## src/hw/rtl/integer_text_formatter_core_macros.svh

```systemverilog
// Assertion helpers for the formatter core RTL.
`ifndef INTEGER_TEXT_FORMATTER_CORE_MACROS_SVH
`define INTEGER_TEXT_FORMATTER_CORE_MACROS_SVH

// Same-cycle implication, disabled while reset is held.
`define ITF_ASSERT_IMPLY(label, clk, rst_n, ante, cons, msg) \
  label: assert property (@(posedge clk) disable iff (!rst_n) (ante) |-> (cons)) \
    else $error(msg);

// Next-cycle implication, disabled while reset is held.
`define ITF_ASSERT_NEXT(label, clk, rst_n, ante, cons, msg) \
  label: assert property (@(posedge clk) disable iff (!rst_n) (ante) |=> (cons)) \
    else $error(msg);

`endif

```

## src/hw/rtl/itf_pkg.sv

```systemverilog
`default_nettype none

package itf_pkg;

  // Sequencer states of the formatter.
  typedef enum logic [2:0] {
    ST_IDLE,
    ST_CONV,
    ST_NORM,
    ST_SIZE,
    ST_BOUND,
    ST_EMIT
  } state_t;

  // Radix codes as they arrive on the input.
  localparam logic [1:0] RADIX_OCT = 2'd0;
  localparam logic [1:0] RADIX_DEC = 2'd1;
  localparam logic [1:0] RADIX_HEX = 2'd2;

  // Digit register: 22 slots of 4 bits cover 22 octal, 20 decimal or 16 hex digits.
  localparam int DIG_SLOTS = 22;
  localparam int DIG_BITS  = 4 * DIG_SLOTS;
  localparam int CNT_W     = 7;

  // ASCII codes.
  localparam logic [7:0] CH_ZERO    = 8'h30;
  localparam logic [7:0] CH_SPACE   = 8'h20;
  localparam logic [7:0] CH_PLUS    = 8'h2B;
  localparam logic [7:0] CH_MINUS   = 8'h2D;
  localparam logic [7:0] CH_UPPER_X = 8'h58;
  localparam logic [7:0] CH_UPPER_A = 8'h41;
  localparam logic [7:0] CH_CASE    = 8'h20;

  // One digit value to its ASCII character; letters only occur in hex.
  function automatic logic [7:0] digit_char(input logic [3:0] d, input logic lower);
    logic [7:0] c;
    if (d < 4'd10) begin
      c = CH_ZERO + {4'd0, d};
    end else begin
      c = (CH_UPPER_A + {4'd0, d} - 8'd10) | (lower ? CH_CASE : 8'd0);
    end
    return c;
  endfunction

endpackage

`default_nettype wire

```

## src/hw/rtl/integer_text_formatter_core.sv

```systemverilog
// Formats one 64-bit integer as printf-style ASCII text, one character per output
// transfer, with out_tlast on the final character. An item is taken in from ST_IDLE;
// then, for decimal, ST_CONV runs shift-and-add-3 conversion (one magnitude bit
// per cycle); for octal and hex, none. Then ST_NORM finds the leading digit (up to
// 21 leading zero digits are stripped, one digit per cycle), ST_SIZE and ST_BOUND
// size the padding fields, and ST_EMIT sends the characters (1 to 63 characters)
// while the output is not stalled. A new item is taken once the last character of
// the previous one sits in the output register.
`default_nettype none
`include "integer_text_formatter_core_macros.svh"

module integer_text_formatter_core import itf_pkg::*; #(
  parameter int MAX_WIDTH  = 63,
  parameter int MAX_DIGITS = 60
) (
  input  wire logic        clk,
  input  wire logic        rst_n,
  input  wire logic        in_tvalid,
  output logic             in_tready,
  // value[63:0], radix_select[65:64], signed_mode[66], force_plus[67],
  // space_sign[68], alt_prefix[69], zero_pad[70], left_justify[71],
  // lower_case[72], min_width[78:73], min_digits[84:79]; bits [87:85] are unused
  input  wire logic [87:0] in_tdata,
  output logic             out_tvalid,
  input  wire logic        out_tready,
  // out_char[7:0]
  output logic [7:0]       out_tdata,
  // last_char
  output logic             out_tlast
);

  localparam logic [5:0] WIDTH_CAP = 6'(MAX_WIDTH);
  localparam logic [5:0] DIGIT_CAP = 6'(MAX_DIGITS);

  state_t state_r, state_nxt;

  logic [63:0]         mag_r, mag_nxt;
  logic [DIG_BITS-1:0] dig_r, dig_nxt;
  logic [5:0]          bitcnt_r, bitcnt_nxt;
  logic [4:0]          ndig_r, ndig_nxt;
  logic                lower_r, lower_nxt;
  logic                left_r, left_nxt;
  logic                zpad_r, zpad_nxt;
  logic                sign_len_r, sign_len_nxt;
  logic [7:0]          sign_char_r, sign_char_nxt;
  logic [1:0]          pfx_len_r, pfx_len_nxt;
  logic [5:0]          width_r, width_nxt;
  logic [5:0]          mind_r, mind_nxt;
  logic [5:0]          prec_r, prec_nxt;
  logic [5:0]          pad_r, pad_nxt;
  logic [CNT_W-1:0]    b1_r, b2_r, b3_r, b4_r, b5_r, total_r;
  logic [CNT_W-1:0]    b1_nxt, b2_nxt, b3_nxt, b4_nxt, b5_nxt, total_nxt;
  logic [CNT_W-1:0]    pos_r, pos_nxt;
  logic [7:0]          out_char_r, out_char_nxt;
  logic                out_last_r, out_last_nxt;
  logic                out_valid_r, out_valid_nxt;

  // Input field views.
  logic [63:0] in_value;
  logic [1:0]  in_radix;
  logic        in_signed, in_plus, in_space, in_alt, in_zpad, in_left, in_lower;
  logic [5:0]  in_width, in_mind;

  assign in_value  = in_tdata[63:0];
  assign in_radix  = in_tdata[65:64];
  assign in_signed = in_tdata[66];
  assign in_plus   = in_tdata[67];
  assign in_space  = in_tdata[68];
  assign in_alt    = in_tdata[69];
  assign in_zpad   = in_tdata[70];
  assign in_left   = in_tdata[71];
  assign in_lower  = in_tdata[72];
  assign in_width  = in_tdata[78:73];
  assign in_mind   = in_tdata[84:79];

  // Control decode.
  logic in_xfer, emit_adv, emit_last, conv_done, norm_done;

  // Next-state logic.
  always_comb begin
    state_nxt = state_r;
    case (state_r)
      ST_IDLE: begin
        if (in_xfer) begin
          state_nxt = (in_radix == RADIX_DEC) ? ST_CONV : ST_NORM;
        end
      end
      ST_CONV: begin
        if (conv_done) begin
          state_nxt = ST_NORM;
        end
      end
      ST_NORM: begin
        if (norm_done) begin
          state_nxt = ST_SIZE;
        end
      end
      ST_SIZE:  state_nxt = ST_BOUND;
      ST_BOUND: state_nxt = ST_EMIT;
      ST_EMIT: begin
        if (emit_adv && emit_last) begin
          state_nxt = ST_IDLE;
        end
      end
      default: state_nxt = ST_IDLE;
    endcase
  end

  // Control outputs of the sequencer.
  always_comb begin
    in_tready = 1'b0;
    emit_adv  = 1'b0;
    case (state_r)
      ST_IDLE: in_tready = 1'b1;
      ST_EMIT: emit_adv  = !out_valid_r || out_tready;
      default: begin
        in_tready = 1'b0;
        emit_adv  = 1'b0;
      end
    endcase
  end

  assign in_xfer   = in_tvalid && in_tready;
  assign conv_done = (bitcnt_r == 6'd63);
  assign norm_done = (ndig_r == 5'd1) || (dig_r[DIG_BITS-1 -: 4] != 4'd0);
  assign emit_last = (pos_r == total_r - 7'd1);

  // Item load values.
  logic [1:0]          ld_radix;
  logic                ld_neg;
  logic [63:0]         ld_mag;
  logic [65:0]         ld_mag_ext;
  logic [DIG_BITS-1:0] hex_img, oct_img;

  always_comb begin
    ld_radix   = (in_radix == 2'd3) ? RADIX_HEX : in_radix;
    ld_neg     = in_signed && in_value[63];
    ld_mag     = ld_neg ? (64'd0 - in_value) : in_value;
    ld_mag_ext = {2'b00, ld_mag};
    hex_img    = {{(DIG_BITS-64){1'b0}}, ld_mag};
    for (int i = 0; i < DIG_SLOTS; i++) begin
      oct_img[4*i +: 4] = {1'b0, ld_mag_ext[3*i +: 3]};
    end
  end

  // Add-3 correction of every BCD slot before the next shift.
  logic [DIG_BITS-1:0] dab_adj;

  always_comb begin
    for (int i = 0; i < DIG_SLOTS; i++) begin
      dab_adj[4*i +: 4] = (dig_r[4*i +: 4] >= 4'd5) ? (dig_r[4*i +: 4] + 4'd3)
                                                       : dig_r[4*i +: 4];
    end
  end

  // Sizing arithmetic on narrow counts.
  logic [5:0]       size_prec;
  logic [CNT_W-1:0] size_fixed;
  logic [CNT_W-1:0] bd_lead, bd_zeros, bd_trail;

  always_comb begin
    size_prec  = (mind_r > {1'b0, ndig_r}) ? mind_r : {1'b0, ndig_r};
    size_fixed = {6'd0, sign_len_r} + {5'd0, pfx_len_r} + {1'b0, size_prec};
    bd_lead    = (!left_r && !zpad_r) ? {1'b0, pad_r} : 7'd0;
    bd_trail   = left_r ? {1'b0, pad_r} : 7'd0;
    bd_zeros   = (zpad_r ? {1'b0, pad_r} : 7'd0) + {1'b0, prec_r} - {2'd0, ndig_r};
  end

  // Character at the current output position.
  logic [7:0] emit_char;
  logic       emit_digit;

  always_comb begin
    emit_digit = 1'b0;
    if (pos_r < b1_r) begin
      emit_char = CH_SPACE;
    end else if (pos_r < b2_r) begin
      emit_char = sign_char_r;
    end else if (pos_r < b3_r) begin
      emit_char = (pos_r == b2_r) ? CH_ZERO : (CH_UPPER_X | (lower_r ? CH_CASE : 8'd0));
    end else if (pos_r < b4_r) begin
      emit_char = CH_ZERO;
    end else if (pos_r < b5_r) begin
      emit_char  = digit_char(dig_r[DIG_BITS-1 -: 4], lower_r);
      emit_digit = 1'b1;
    end else begin
      emit_char = CH_SPACE;
    end
  end

  // Datapath next values.
  always_comb begin
    mag_nxt       = mag_r;
    dig_nxt       = dig_r;
    bitcnt_nxt    = bitcnt_r;
    ndig_nxt      = ndig_r;
    lower_nxt     = lower_r;
    left_nxt      = left_r;
    zpad_nxt      = zpad_r;
    sign_len_nxt  = sign_len_r;
    sign_char_nxt = sign_char_r;
    pfx_len_nxt   = pfx_len_r;
    width_nxt     = width_r;
    mind_nxt      = mind_r;
    prec_nxt      = prec_r;
    pad_nxt       = pad_r;
    b1_nxt        = b1_r;
    b2_nxt        = b2_r;
    b3_nxt        = b3_r;
    b4_nxt        = b4_r;
    b5_nxt        = b5_r;
    total_nxt     = total_r;
    pos_nxt       = pos_r;
    out_char_nxt  = out_char_r;
    out_last_nxt  = out_last_r;
    out_valid_nxt = out_valid_r;

    // The output register empties on a transfer unless refilled below.
    if (out_valid_r && out_tready) begin
      out_valid_nxt = 1'b0;
    end

    case (state_r)
      ST_IDLE: begin
        if (in_xfer) begin
          mag_nxt       = ld_mag;
          bitcnt_nxt    = 6'd0;
          ndig_nxt      = 5'(DIG_SLOTS);
          lower_nxt     = in_lower;
          left_nxt      = in_left;
          zpad_nxt      = in_zpad && !in_left;
          sign_len_nxt  = in_signed && (ld_neg || in_plus || in_space);
          sign_char_nxt = ld_neg ? CH_MINUS : (in_plus ? CH_PLUS : CH_SPACE);
          pfx_len_nxt   = !in_alt ? 2'd0 :
                          (ld_radix == RADIX_HEX) ? 2'd2 :
                          ((ld_radix == RADIX_OCT) && (in_value != 64'd0)) ? 2'd1 : 2'd0;
          width_nxt     = (in_width > WIDTH_CAP) ? WIDTH_CAP : in_width;
          mind_nxt      = (in_mind > DIGIT_CAP) ? DIGIT_CAP : in_mind;
          case (ld_radix)
            RADIX_OCT: dig_nxt = oct_img;
            RADIX_HEX: dig_nxt = hex_img;
            default:   dig_nxt = '0;
          endcase
        end
      end
      ST_CONV: begin
        // One magnitude bit enters the BCD register per cycle.
        dig_nxt    = {dab_adj[DIG_BITS-2:0], mag_r[63]};
        mag_nxt    = {mag_r[62:0], 1'b0};
        bitcnt_nxt = bitcnt_r + 6'd1;
      end
      ST_NORM: begin
        // Drop one leading zero digit per cycle, keeping at least one digit.
        if (!norm_done) begin
          dig_nxt  = {dig_r[DIG_BITS-5:0], 4'd0};
          ndig_nxt = ndig_r - 5'd1;
        end
      end
      ST_SIZE: begin
        prec_nxt = size_prec;
        pad_nxt  = ({1'b0, width_r} > size_fixed) ? 6'({1'b0, width_r} - size_fixed) : 6'd0;
      end
      ST_BOUND: begin
        b1_nxt    = bd_lead;
        b2_nxt    = bd_lead + {6'd0, sign_len_r};
        b3_nxt    = bd_lead + {6'd0, sign_len_r} + {5'd0, pfx_len_r};
        b4_nxt    = bd_lead + {6'd0, sign_len_r} + {5'd0, pfx_len_r} + bd_zeros;
        b5_nxt    = bd_lead + {6'd0, sign_len_r} + {5'd0, pfx_len_r} + bd_zeros
                    + {2'd0, ndig_r};
        total_nxt = bd_lead + {6'd0, sign_len_r} + {5'd0, pfx_len_r} + bd_zeros
                    + {2'd0, ndig_r} + bd_trail;
        pos_nxt   = 7'd0;
      end
      ST_EMIT: begin
        if (emit_adv) begin
          out_char_nxt  = emit_char;
          out_last_nxt  = emit_last;
          out_valid_nxt = 1'b1;
          pos_nxt       = pos_r + 7'd1;
          if (emit_digit) begin
            dig_nxt = {dig_r[DIG_BITS-5:0], 4'd0};
          end
        end
      end
      default: begin
        pos_nxt = pos_r;
      end
    endcase
  end

  // Control registers take reset; the payload does not.
  always_ff @(posedge clk) begin
    if (!rst_n) begin
      state_r     <= ST_IDLE;
      out_valid_r <= 1'b0;
    end else begin
      state_r     <= state_nxt;
      out_valid_r <= out_valid_nxt;
    end
  end

  always_ff @(posedge clk) begin
    mag_r       <= mag_nxt;
    dig_r       <= dig_nxt;
    bitcnt_r    <= bitcnt_nxt;
    ndig_r      <= ndig_nxt;
    lower_r     <= lower_nxt;
    left_r      <= left_nxt;
    zpad_r      <= zpad_nxt;
    sign_len_r  <= sign_len_nxt;
    sign_char_r <= sign_char_nxt;
    pfx_len_r   <= pfx_len_nxt;
    width_r     <= width_nxt;
    mind_r      <= mind_nxt;
    prec_r      <= prec_nxt;
    pad_r       <= pad_nxt;
    b1_r        <= b1_nxt;
    b2_r        <= b2_nxt;
    b3_r        <= b3_nxt;
    b4_r        <= b4_nxt;
    b5_r        <= b5_nxt;
    total_r     <= total_nxt;
    pos_r       <= pos_nxt;
    out_char_r  <= out_char_nxt;
    out_last_r  <= out_last_nxt;
  end

  assign out_tvalid = out_valid_r;
  assign out_tdata  = out_char_r;
  assign out_tlast  = out_last_r;

  // A transfer in starts conversion or digit stripping.
  `ITF_ASSERT_NEXT(a_load_next, clk, rst_n, in_xfer, (state_r == ST_CONV) || (state_r == ST_NORM), "input transfer did not start work")
  // At least one digit is always printed.
  `ITF_ASSERT_IMPLY(a_ndig_nonzero, clk, rst_n, state_r == ST_EMIT, ndig_r != 5'd0, "digit count is zero while emitting")
  // The output position stays inside the text.
  `ITF_ASSERT_IMPLY(a_pos_bound, clk, rst_n, state_r == ST_EMIT, pos_r < total_r, "output position beyond text length")
  // Loading the last character returns to idle with a marked character held.
  `ITF_ASSERT_NEXT(a_last_idle, clk, rst_n, emit_adv && emit_last, (state_r == ST_IDLE) && out_valid_r && out_last_r, "last character not followed by idle")

endmodule

`default_nettype wire
```

## config.mk

```make
export PLATFORM = sky130hd
export DESIGN_NAME = integer_text_formatter_core
export DESIGN_NICKNAME = d
export VERILOG_FILES = /design/src/hw/rtl/itf_pkg.sv /design/src/hw/rtl/integer_text_formatter_core.sv
export VERILOG_INCLUDE_DIRS = /design/src /design/src/hw/rtl
export SDC_FILE = /design/constraint.sdc
export NUM_CORES = 1
export LEC_CHECK = 0
export ABC_AREA = 1
export BUFFER_PORTS_ARGS = -buffer_cell sky130_fd_sc_hd__buf_2
export CAP_MARGIN = 20
export CELL_PAD_IN_SITES_DETAIL_PLACEMENT = 1
export CELL_PAD_IN_SITES_GLOBAL_PLACEMENT = 1
export CORE_UTILIZATION = 45
export CTS_CLUSTER_SIZE = 24
export DETAILED_ROUTE_END_ITERATION = 12
export PLACE_DENSITY_LB_ADDON = 0.1
export SYNTH_ARGS = -nofsm -noshare
export SYNTH_HDL_FRONTEND = slang
export SYNTH_SLANG_ARGS = --single-unit
```

## constraint.sdc

```tcl
create_clock -name clk -period 20.3 [get_ports clk]
set_clock_uncertainty 0.05 [all_clocks]
set_input_delay 1.015 -clock clk [delete_from_list [all_inputs] [get_ports clk]]
set_output_delay 1.015 -clock clk [all_outputs]
set_load 0.02 [all_outputs]
```

* Word-level counts from Yosys, hierarchy flattened
Cells that the tools add are included.
** Storage, ports and cells
- Output and inout bits :: 11
- Logic and storage cells :: 220
- Input bits :: 92
- Register bits :: 263
** Operators by class
- Equal/unequal tests :: 19
- Mux-type cells :: 69
- Add/sub/neg operators :: 40
- Bitwise logic cells :: 2
- Order comparisons :: 32
- Reduce and logical (&&, ||, !) cells :: 32
** Operators by type and width (number)
- $mux 88 :: 4
- $pmux 88 s4 :: 1
- $pmux 85 s2 :: 1
- $mux 64 :: 2
- $pmux 64 s2 :: 1
- $ge 4x3->1 const B :: 22
- $mux 4 :: 22
- $add 4x2->4 const B :: 21
- $reduce_bool 64->1 :: 1
- $sub 1x64->64 const A :: 1
- $mux 8 :: 6
- $mux 6 :: 6
- $lt 7x7->1 :: 5
- $pmux 3 s6 :: 1
- $mux 3 :: 5
- $eq 7x7->1 :: 2
- $ne 2x2->1 const B :: 7
- $pmux 7 s2 :: 1
- $gt 6x6->1 const B :: 2
- $pmux 6 s2 :: 1
- $mux 1 :: 11
- $mux 5 :: 2
- $pmux 5 s2 :: 1
- $add 7x4->8 const A :: 1
- other kinds (43) :: 67

* Longest topological paths before layout
Gate-level depths: netlist of the first run.
- Word-level depth :: 9
- Depth in mapped cells :: 28
- Gate-level depth less buffers :: 27

* Worst setup path after synthesis of the first run
Ideal clock, no wire load.
- Kind :: reg2reg
- Start point :: register pos_r[2]
- End point :: register dig_r[0], enable pin
- Clock period less this slack :: 6.409 ns
- Path slack :: 13.891 ns
- Required time :: 19.686 ns
- Cell stages (with the launch flop) :: 9
- Arrival time :: 5.796 ns
- Library setup time :: 0.564 ns
- Path buffers :: 0
- Cell sequence :: edfxtp_1 ha_1 a21oi_1 and2_1 o211ai_1 nand2_1 nor2_2 nand3_1 a21oi_1
** Between the ends
- Word-level cells in the longest chain between the ends :: 8
- Elaborated cells between the ends (all ways) :: 12
- Those cells by class :: 5 x order compare; 1 x eq/ne; 5 x mux; 1 x reduce/logical
** RTL lines
- start: declaration :: RTL line integer_text_formatter_core.sv:53 : logic [CNT_W-1:0] pos_r, pos_nxt;
- start signal: assignment :: RTL line integer_text_formatter_core.sv:323 : pos_r <= pos_nxt;
- $lt 7x7->1 :: RTL line integer_text_formatter_core.sv:183 : end else if (pos_r < b5_r) begin
- $mux 1 :: RTL line integer_text_formatter_core.sv:183
- $mux 1 :: RTL line integer_text_formatter_core.sv:181 : end else if (pos_r < b4_r) begin
- $mux 1 :: RTL line integer_text_formatter_core.sv:179 : end else if (pos_r < b3_r) begin
- $mux 1 :: RTL line integer_text_formatter_core.sv:177 : end else if (pos_r < b2_r) begin
- $mux 1 (*) :: RTL line integer_text_formatter_core.sv:175 : if (pos_r < b1_r) begin
- $ne 2x2->1 (no source line) (*)
- $reduce_and 5->1 (no source line) (*)
- end signal: assignment :: RTL line integer_text_formatter_core.sv:304 : dig_r <= dig_nxt;
- end: declaration :: RTL line integer_text_formatter_core.sv:38 : logic [DIG_BITS-1:0] dig_r, dig_nxt;
Every way passes the cells marked *; elsewhere a longest branch is shown, timed or not.
A chain may end at the register's enable or synchronous reset.

* Worst setup path in the final report of the first run
- Start point :: register left_r
- End point :: register total_r[6] (data pin)
** Between the ends
- Word-level cells in the longest chain between the ends :: 8
- Elaborated cells between the ends (all ways) :: 9
- Those cells by class :: 5 x add/sub; 2 x mux; 2 x reduce/logical
** RTL lines
- start: declaration :: RTL line integer_text_formatter_core.sv:42 : logic left_r, left_nxt;
- start signal: assignment :: RTL line integer_text_formatter_core.sv:308 : left_r <= left_nxt;
- $logic_not 1->1 :: RTL line integer_text_formatter_core.sv:164 : bd_lead = (!left_r && !zpad_r) ? {1'b0, pad_r} : 7'd0;
- $logic_and 1x1->1 :: RTL line integer_text_formatter_core.sv:164
- $mux 6 :: RTL line integer_text_formatter_core.sv:164
- net bd_lead[0] :: RTL line integer_text_formatter_core.sv:159 : logic [CNT_W-1:0] bd_lead, bd_zeros, bd_trail;
- $add 6x1->7 :: RTL line integer_text_formatter_core.sv:270 : total_nxt = bd_lead + {6'd0, sign_len_r} + {5'd0, pfx_len_r} + bd_zeros
- $add 7x2->7 :: RTL line integer_text_formatter_core.sv:270
- $add 7x7->7 :: RTL line integer_text_formatter_core.sv:270
- $add 7x5->7 :: RTL line integer_text_formatter_core.sv:271 : + {2'd0, ndig_r} + bd_trail;
- $add 7x6->7 :: RTL line integer_text_formatter_core.sv:271
- end signal: assignment :: RTL line integer_text_formatter_core.sv:322 : total_r <= total_nxt;
- end: declaration :: RTL line integer_text_formatter_core.sv:51 : logic [CNT_W-1:0] b1_r, b2_r, b3_r, b4_r, b5_r, total_r;
The timed path passes the listed nets, and every way through them passes these cells.

==> results.ini, run 1 <==
[route]
drtPass1Iterations = 5
via_count = 16600
vias_per_cell = 5.53
ant_nets = 0
wl_per_cell_um = 19.5
drt_iter0_drc = 839
drc_errors = 0
routed_wl_um = 58600

[logic_synthesis]
synth_area_leaders = edfxtp_1, nand2_1, ha_1
async_reset_ff_frac = 0
yosysSeqAreaShare = 0.408
synth_warnings = 0
synth_top_area_frac = 0.404
ys_types = 52
yosysTopAreaCell = edfxtp_1
syn-num-nets = 2597
synthesis.area_um2 = 18700
yosys_register_bits = 256
synth_edf_count = 252
syn_avg_cell_area_um2 = 7.90
synth_ff_type = edfxtp_1
synthCells = 2373

[layout]
multi_input_area_um2 = 9440
drive_above_1_share = 0.0966
fin_area_um2 = 20800
diodes = 0
fin_nets = 2673
syn_to_final_growth_pct = 10.9
fillers = 5096
regArea_um2 = 7650

[sta]
fmax_mhz = 168
period_minus_slack_ps = 5960
finalCritPeriodShare = 0.294
rsz0062_at_grt = false
hold_viol_final = 0
tightest_slew_ps = 1060
setup_viol = 0
fin_tns_setup_ps = 0
slew_headroom = 0.290
slew_violations = 0

[placed_design]
io_buffers = 98
placed_area_um2 = 19700
dp_hpwl_um = 45300
place_congestion = 0.903

[floorplanning]
start_util = 0.458
core_area_um2 = 40900
dieArea_um2 = 42500
io_pins = 103
fp.dieW_um = 206
die_h_um = 206
placementRows = 74

[power]
powerDensity_nw_per_um2 = 170
peakVddDrop_mv = 0.0970
static-leakage-power_nw = 9.38

[cts]
cts-htree-levels = 1
cts_sinks = 256
clockRootBuffer = clkbuf_16
clk_pin_slew_ps = 60
worst_skew_pair.late_latency_ps = 580
numCtsBuffers = 30
cts_tree = built
postCtsResizedCells = 0
cts.hold.buffers_added = 0
postCtsSetupBuffers = 0
cts_buffer_depth = 3

[global_routing]
grt_pass1_wl_um = 91500
grt_max_degree = 76
grt_use_total = 0.279
antenna_found_initial = 1
grt_pass1_vias = 17000
grt_overflow = 0

[worst_setup_path]
worstReg2RegStart = left_r
worstRegToRegCells = 26
r2r_end = total_r[6]
end_kind = flop
worstPathRequired_ps = 20570
critPathLaunchType = flop
regToRegSetupSlack_ps = 14340
worstPathArrival_ps = 6230
critPathKind = reg -> reg
crit_fanout = 9

[job]
maxCapViolations = 0

[worst_hold_path]
hold_class = reg -> reg
hold_path_end = mag_r[14]
holdCritStartpoint = mag_r[13]
min_path_cells = 2

[run_status]
status = finished clean

==> logic make-up after synthesis <==
| logic type | after synthesis | share of synthesized area |
|---|---|---|
| AND/OR/NAND/NOR | 1133 | 0.269 |
| XOR/XNOR | 77 | 0.0368 |
| flip-flops | 256 | 0.408 |
| other | 1 | 0.000200 |
| adder cells (fa/ha/maj) | 132 | 0.0949 |
| AO/OA/AOI/OAI | 339 | 0.101 |
| buffers and inverters | 435 | 0.0903 |
==> state kept, by name, indices dropped and copies added, names as in the netlist, 7 cells and up <==
name       count
dig_r         88
mag_r         64
out_tdata      7
b2_r           7
total_r        7
b3_r           7
b5_r           7
pos_r          7
b4_r           7
==> critical path, stage by stage (launching register included) <==
cell and delay [ps]:
edfxtp_1 560, nor2_8 250, inv_2 70, nor2_1 180, ha_1 230, xor2_1 390
ha_1 230, a21oi_1 40, or2_1 260, o21ai_0 500, fa_1 520, inv_1 70
ha_1 290, a21o_1 200, a31oi_1 180, xor2_1 170, inv_1 70, ha_1 320
xnor2_1 170, inv_1 80, ha_1 320, a21oi_1 150, inv_1 50, a21oi_1 150
inv_1 60, nand3_1 80, nand2_1 60
==> cells in the mapped netlist, types with 3 or more instances <==
cell      instances
a211oi_1          3
a21o_1            4
a21oi_1         103
a22oi_1           4
a31oi_1          13
a32o_1            4
and2_1            3
buf_1             8
buf_2            32
clkbuf_1         22
dfxtp_1           4
edfxtp_1        252
fa_1             17
ha_1            115
inv_1           355
inv_2            14
nand2_1         556
nand2_2          12
nand3_1         241
nand3_2           4
nand3b_1         18
nand4_1          29
nor2_1          198
nor2_2           18
nor2_4            7
nor2_8            3
nor3_1           20
o211ai_1         23
o21ai_0         138
o21ai_1          15
o221ai_1          7
o22ai_1          16
or2_2            12
xnor2_1           9
xor2_1           66
==> how the worst max path moves through the flow <==
stage | from | endpoint | slack [ps] | cells past startpoint
final | left_r | total_r[6] | 14340 | 26
after global routing | left_r | total_r[6] | 13960 | 24
after CTS | left_r | total_r[6] | 14260 | 26
after detailed placement | left_r | total_r[6] | 14300 | 26
after global placement | left_r | total_r[6] | 14420 | 26
after floorplan | pos_r[2] | dig_r[0] | 13890 | 8
==> cells in the final DEF, fill, tap and decap left out, types with 10 or more instances in the layout <==
master / n
nand2_2: 11
nor3_1: 20
nor2_1: 197
ha_1: 115
buf_2: 98
buf_4: 10
clkbuf_16: 31
nand3_1: 241
or2_2: 12
clkinv_2: 10
nand3b_1: 18
inv_2: 15
xor2_1: 66
a21oi_1: 102
nor2_2: 17
nand2_1: 555
nand4_1: 29
o21ai_1: 15
a31oi_1: 13
o22ai_1: 16
o211ai_1: 23
inv_1: 354
o21ai_0: 138
edfxtp_1: 252
fa_1: 17
==> where the power goes <==
| group | switching (W) | internal [W] |
|---|---|---|
| Sequential | 0.000138 | 0.000994 |
| Clock | 0.000226 | 0.000365 |
| Combinational | 0.00120 | 0.000611 |
| Total | 0.00157 | 0.00197 |
==> metrics by stage <==
stage               power (W)  hold WS, ps  setup slack [ps]  utilization  std cells
floorplan             0.00244          428             13890            -       2373
global placement      0.00285          439             14420        0.482       2948
detailed placement    0.00295          448             14300        0.482       2949
CTS                   0.00356          462             14260        0.508       3005
global route          0.00382          477             13960        0.508       3005
finish                0.00354          466             14340        0.508       3005
==> metal layers <==
layer,up-vias,wire length (µm),track usage
li1,8042,-,-
met1,8083,25900,0.366
met2,387,28100,0.474
met3,94,2760,0.0289
met4,2,1870,0.0993
met5,-,11,0
==> area by class of cell <==
type / count / share of cell area
multi-input cells: 1682 / 0.454
inverters: 370 / 0.0669
repair buffers: 109 / 0.0278
flip-flops and latches: 256 / 0.368
clock buffers: 36 / 0.0382
clock inverters: 20 / 0.0130
well taps: 532 / 0.0320
Power figures use the tool's default switching activity.
==> run 2: changes to the inputs <==
- clock period: 20.3 -> 5.8 ns (I/O delays scaled with it)
==> run 2 against run 1 <==
  * Sequential power increased to 3.5 times the previous value
  * First-iteration DRC count increased by 9.3%
  * Hold slack got worse by 450 ps
  * Via count increased by 1.3%
  * Critical path type unchanged
  * Critical endpoint unchanged
  * Clock power increased to 3.5 times the previous value
  * Sequential share of layout area decreased by 0.34 points
  * Non-clock buffer count increased by 19
  * Global-route usage increased by 1.1 points
  * Combinational power increased to 3.5 times the previous value
  * Worst setup slack got worse by 14000 ps
  * Total power increased to 3.5 times the previous value
  * Fmax increased by 8.5%
==> results.ini, run 2 (synthesized netlist as in run 1, its figures left out) <==
[sta]
slew_violations = 0
tightest_slew_ps = 1070
hold_slack_ps = 14.8
hold_viol_final = 0
period_minus_slack_ps = 5500
fmax_mhz = 182
finalCritPeriodShare = 0.948
fin_tns_setup_ps = 0
setup_viol = 0
slew_headroom = 0.283

[worst_hold_path]
hold_path_end = mag_r[0]
holdCritStartpoint = in_tdata[0]
min_path_cells = 3
hold_class = in -> reg

[layout]
top_regs = dig_r: 88 flops, mag_r: 64 flops
largest_reg_flops = 88
final_util = 0.513
fin_area_um2 = 21000
drive_above_1_share = 0.0978
largest_register = dig_r
fin_nets = 2696
layout_common_cells = nand2_1, inv_1, edfxtp_1, nand3_1, nor2_1
syn_to_final_growth_pct = 11.9
diodes = 0
final_common_cell = nand2_1
fillers = 5097

[power]
peakVddDrop_mv = 0.388
power_w = 0.0124
static-leakage-power_nw = 9.46
powerDensity_nw_per_um2 = 591

[worst_setup_path]
critPathLaunchType = flop
worstPathArrival_ps = 5740
max_stage_delay_ps = 540
crit_fanout = 4
crit_slowest_cell = fa_1
worstReg2RegStart = zpad_r
critical_path.cell_chain = nor2_8 > inv_2 > nor2_2 > ha_1 > ha_1 > fa_1 > inv_1 > fa_1 > inv_1 > ha_1 > fa_1 > xor2_2 > ha_1 > a21oi_1 > o21ai_1 > xnor2_1 > inv_1 > ha_1 > a21oi_1 > inv_1 > a21oi_1 > inv_1 > nand3_1 > nand2_1
worstRegToRegCells = 24
end_kind = flop
r2r_end = total_r[6]
worstPathRequired_ps = 6050
critPathKind = reg -> reg
regToRegSetupSlack_ps = 300

[route]
drtPass1Iterations = 9
drt_iter0_drc = 917
drc_errors = 0
routed_wl_um = 60800
wl_per_cell_um = 20.1
via_count = 16800
ant_nets = 0
vias_per_cell = 5.56

[floorplanning]
dieArea_um2 = 42500
fp.dieW_um = 206
placementRows = 74
core_area_um2 = 40900
die_h_um = 206
start_util = 0.458
io_pins = 103

[cts]
cts_sinks = 256
clk_pin_slew_ps = 50
cts_buffer_depth = 3
cts_tree = built
cts-htree-levels = 2
clockRootBuffer = clkbuf_16
worst_skew_pair.late_latency_ps = 540
numCtsBuffers = 34

[global_routing]
grt_pass1_vias = 17500
grt_max_degree = 71
antenna_found_initial = 1
grt_overflow = 0
grt_pass1_wl_um = 94600
grt_use_total = 0.290

[placed_design]
dp_hpwl_um = 46600
placed_area_um2 = 19700
place_congestion = 0.934
io_buffers = 98

[job]
maxCapViolations = 0

[run_status]
status = finished clean

-- run 2: repair_timing --
item / in CTS / in global routing
hold buffers: 12 / 0
endpoints found under the hold margin: 12 / 0
buffers inserted: 1 / 4
pin swaps: 0 / 2
resized for setup: 0 / 4
setup endpoints to repair: 1 / 2
-- run 2: how the worst max path moves through the flow --
stage	startpoint	end	slack, ps	depth (start not counted)
floorplan	left_r	total_r[6]	680	25
global placement	left_r	total_r[6]	210	24
detailed placement	left_r	total_r[6]	20	24
CTS	zpad_r	total_r[6]	30	24
global route	zpad_r	total_r[6]	-6	27
finish	zpad_r	total_r[6]	300	24
-- run 2: layer usage --
metal | track usage | vias to the layer above | share of wire
met5 | 0 | - | 0.00021
met2 | 0.518 | 379 | 0.50
met1 | 0.374 | 8285 | 0.44
met4 | 0.0599 | 2 | 0.017
li1 | - | 8084 | -
met3 | 0.0341 | 67 | 0.043
-- run 2: final cells by class --
cell class / instances / area, µm² / area share
multi-input combinational: 1682 / 9450 / 0.450
sequential: 256 / 7650 / 0.365
inverter: 370 / 1390 / 0.0663
clock buffer: 50 / 985 / 0.0469
timing repair buffer: 128 / 749 / 0.0357
tap: 532 / 666 / 0.0317
clock inverter: 9 / 93.8 / 0.00447
-- run 2: where the power goes --
part / switching, W / internal (W) / total, W
clock: 0.000829 / 0.00126 / 0.00209
combinational: 0.00417 / 0.00215 / 0.00632
sequential: 0.000500 / 0.00348 / 0.00398
total: 0.00550 / 0.00690 / 0.0124
-- run 2: worst max-delay path: cells and delay by family (launching register included) --
| family | cells | cell delay, ps |
|---|---|---|
| adder cells (fa/ha/maj) | 8 | 2910 |
| flip-flops | 1 | 510 |
| AO/OA/AOI/OAI | 4 | 670 |
| buffers and inverters | 6 | 350 |
| XOR/XNOR | 2 | 320 |
| AND/OR/NAND/NOR | 4 | 440 |
-- run 2: stage by stage --
| step | setup WS [ps] | cells |
|---|---|---|
| 2_1_floorplan | 681 | 2373 |
| 3_3_place_gp | 208 | 2950 |
| 3_5_place_dp | 15.5 | 2951 |
| 4_1_cts | 32.7 | 3023 |
| 5_1_grt | -5.89 | 3027 |
| 6_report | 304 | 3027 |
==> run 3: changes to the inputs <==
- RECOVER_POWER: default -> 25
- SETUP_SLACK_MARGIN: default -> 0.4
==> run 3 against run 2 <==
  * The run now ends with capacitance limit, slew limit left
  * Clock-buffer cell count is the same
  * Routed wire length grew 0.43%
  * Critical path depth shrank 2
  * Global-route usage grew 0.072 points
  * Worst setup slack gained 82 ps
  * Hold slack gained 1.4 ps
  * Total power grew 3.9%
  * Flip-flop and latch count is the same
  * Utilization is essentially flat
  * Sequential power is essentially flat
  * Critical endpoint unchanged
  * Largest power group unchanged
==> results.ini, run 3 (synthesized netlist as in run 1, its figures left out) <==
[sta]
fin_tns_setup_ps = 0
slew_violations = 139
finalCritPeriodShare = 0.933
rsz0062_at_grt = false
fmax_mhz = 185
fin_ws_ps = 386
tightest_slew_ps = 2660
slew_headroom = -0.775
hold_viol_final = 0
period_minus_slack_ps = 5410
hold_slack_ps = 16.3
setup_viol = 0

[cts]
cts_sinks = 256
clockRootBuffer = clkbuf_16
cts_buffer_depth = 3
clk_pin_slew_ps = 50
cts_tree = built
numCtsBuffers = 34
worst_skew_pair.late_latency_ps = 550
cts-htree-levels = 2

[route]
routed_wl_um = 61000
ant_nets = 0
wl_per_cell_um = 20.2
via_count = 16900
drtPass1Iterations = 5
drc_errors = 0
drt_iter0_drc = 882
vias_per_cell = 5.58

[layout]
syn_to_final_growth_pct = 11.9
regArea_um2 = 7650
diodes = 0
largest_register = dig_r
multi_input_area_um2 = 9490
layout_common_cells = nand2_1, inv_1, edfxtp_1, nand3_1, nor2_1
fin_nets = 2696
top_regs = dig_r: 88 flops, mag_r: 64 flops
fillers = 5113
final_common_cell = nand2_1
largest_reg_flops = 88
drive_above_1_share = 0.0902

[worst_setup_path]
crit_fanout = 4
critPathLaunchType = flop
worstPathRequired_ps = 6050
critPathKind = reg -> reg
worstPathArrival_ps = 5660
end_kind = flop

[floorplanning]
core_area_um2 = 40900
fp.dieW_um = 206
die_h_um = 206
io_pins = 103
dieArea_um2 = 42500
placementRows = 74
start_util = 0.458

[global_routing]
antenna_found_initial = 1
grt_pass1_wl_um = 94800
grt_max_degree = 71
grt_overflow = 0
grt_use_total = 0.290
grt_pass1_vias = 17500

[run_status]
failed_checks = capacitance limit, slew limit
status = complete, but fails checks

[worst_hold_path]
hold_class = in -> reg

[power]
powerDensity_nw_per_um2 = 614
static-leakage-power_nw = 9.39
peakVddDrop_mv = 0.503

[job]
maxCapViolations = 3

[placed_design]
place_congestion = 0.934
pre_cts_ws_ps = 15.5
io_buffers = 98
dp_hpwl_um = 46600

==> run 3: worst paths after layout <==
kind / startpoint / to / slack [ps] / cells past startpoint
worst min-delay path: in_tdata[0] / mag_r[0] / 20 / 3
worst max register to register: zpad_r / total_r[6] / 390 / 22
worst max-delay path: zpad_r / total_r[6] / 390 / 22
worst min register to register: mag_r[55] / mag_r[56] / 470 / 2
==> run 3: through the flow <==
stage	cells	cell area, µm²	power [W]	util
2_1_floorplan	2373	18700	0.00849	-
3_3_place_gp	2950	19700	0.00981	0.482
3_5_place_dp	2951	19700	0.0102	0.482
4_1_cts	3026	21000	0.0125	0.512
5_1_grt	3027	21000	0.0139	0.513
6_report	3027	21000	0.0129	0.513
==> run 3: where the power goes <==
| group | switching [W] | leakage [nW] | internal, W |
|---|---|---|---|
| Combinational | 0.00439 | 6.40 | 0.00241 |
| Clock | 0.000826 | 0.524 | 0.00126 |
| Sequential | 0.000499 | 2.46 | 0.00349 |
| Total | 0.00572 | 9.39 | 0.00716 |
==> run 3: area by class of cell <==
type                    instances  share of cell area
multi-input cells            1682               0.452
flip-flops and latches        256               0.365
inverters                     370              0.0663
clock buffers                  50              0.0469
repair buffers                128              0.0336
well taps                     532              0.0317
clock inverters                 9             0.00447
==> run 3: routing by layer <==
metal,part of all wire,GRT usage,up-vias
li1,-,-,8081
met1,0.44,0.374,8369
met2,0.50,0.519,373
met3,0.041,0.0344,71
met4,0.017,0.0638,2
met5,0.00021,0,-
==> run 3: critical path, cell delays in order, from the launching register on <==
cell and delay (ps):
edfxtp_1 500, nor2_8 150, inv_2 50, nor2_1 280, ha_4 260, ha_2 190
fa_1 520, inv_1 70, fa_1 540, inv_1 40, ha_2 200, fa_2 550
ha_2 320, a21oi_2 170, nand2_2 90, a21o_1 170, a21oi_1 160, xnor2_1 170
ha_1 310, a21oi_2 190, inv_1 60, nand3_1 80, nand2_1 50
==> run 3: repair_timing <==
item,in CTS,in global routing
resized for setup,5,21
pin swaps,2,7
endpoints found under the hold margin,12,0
setup buffers,4,1
endpoints found under the setup margin,2,2
hold buffers,12,0
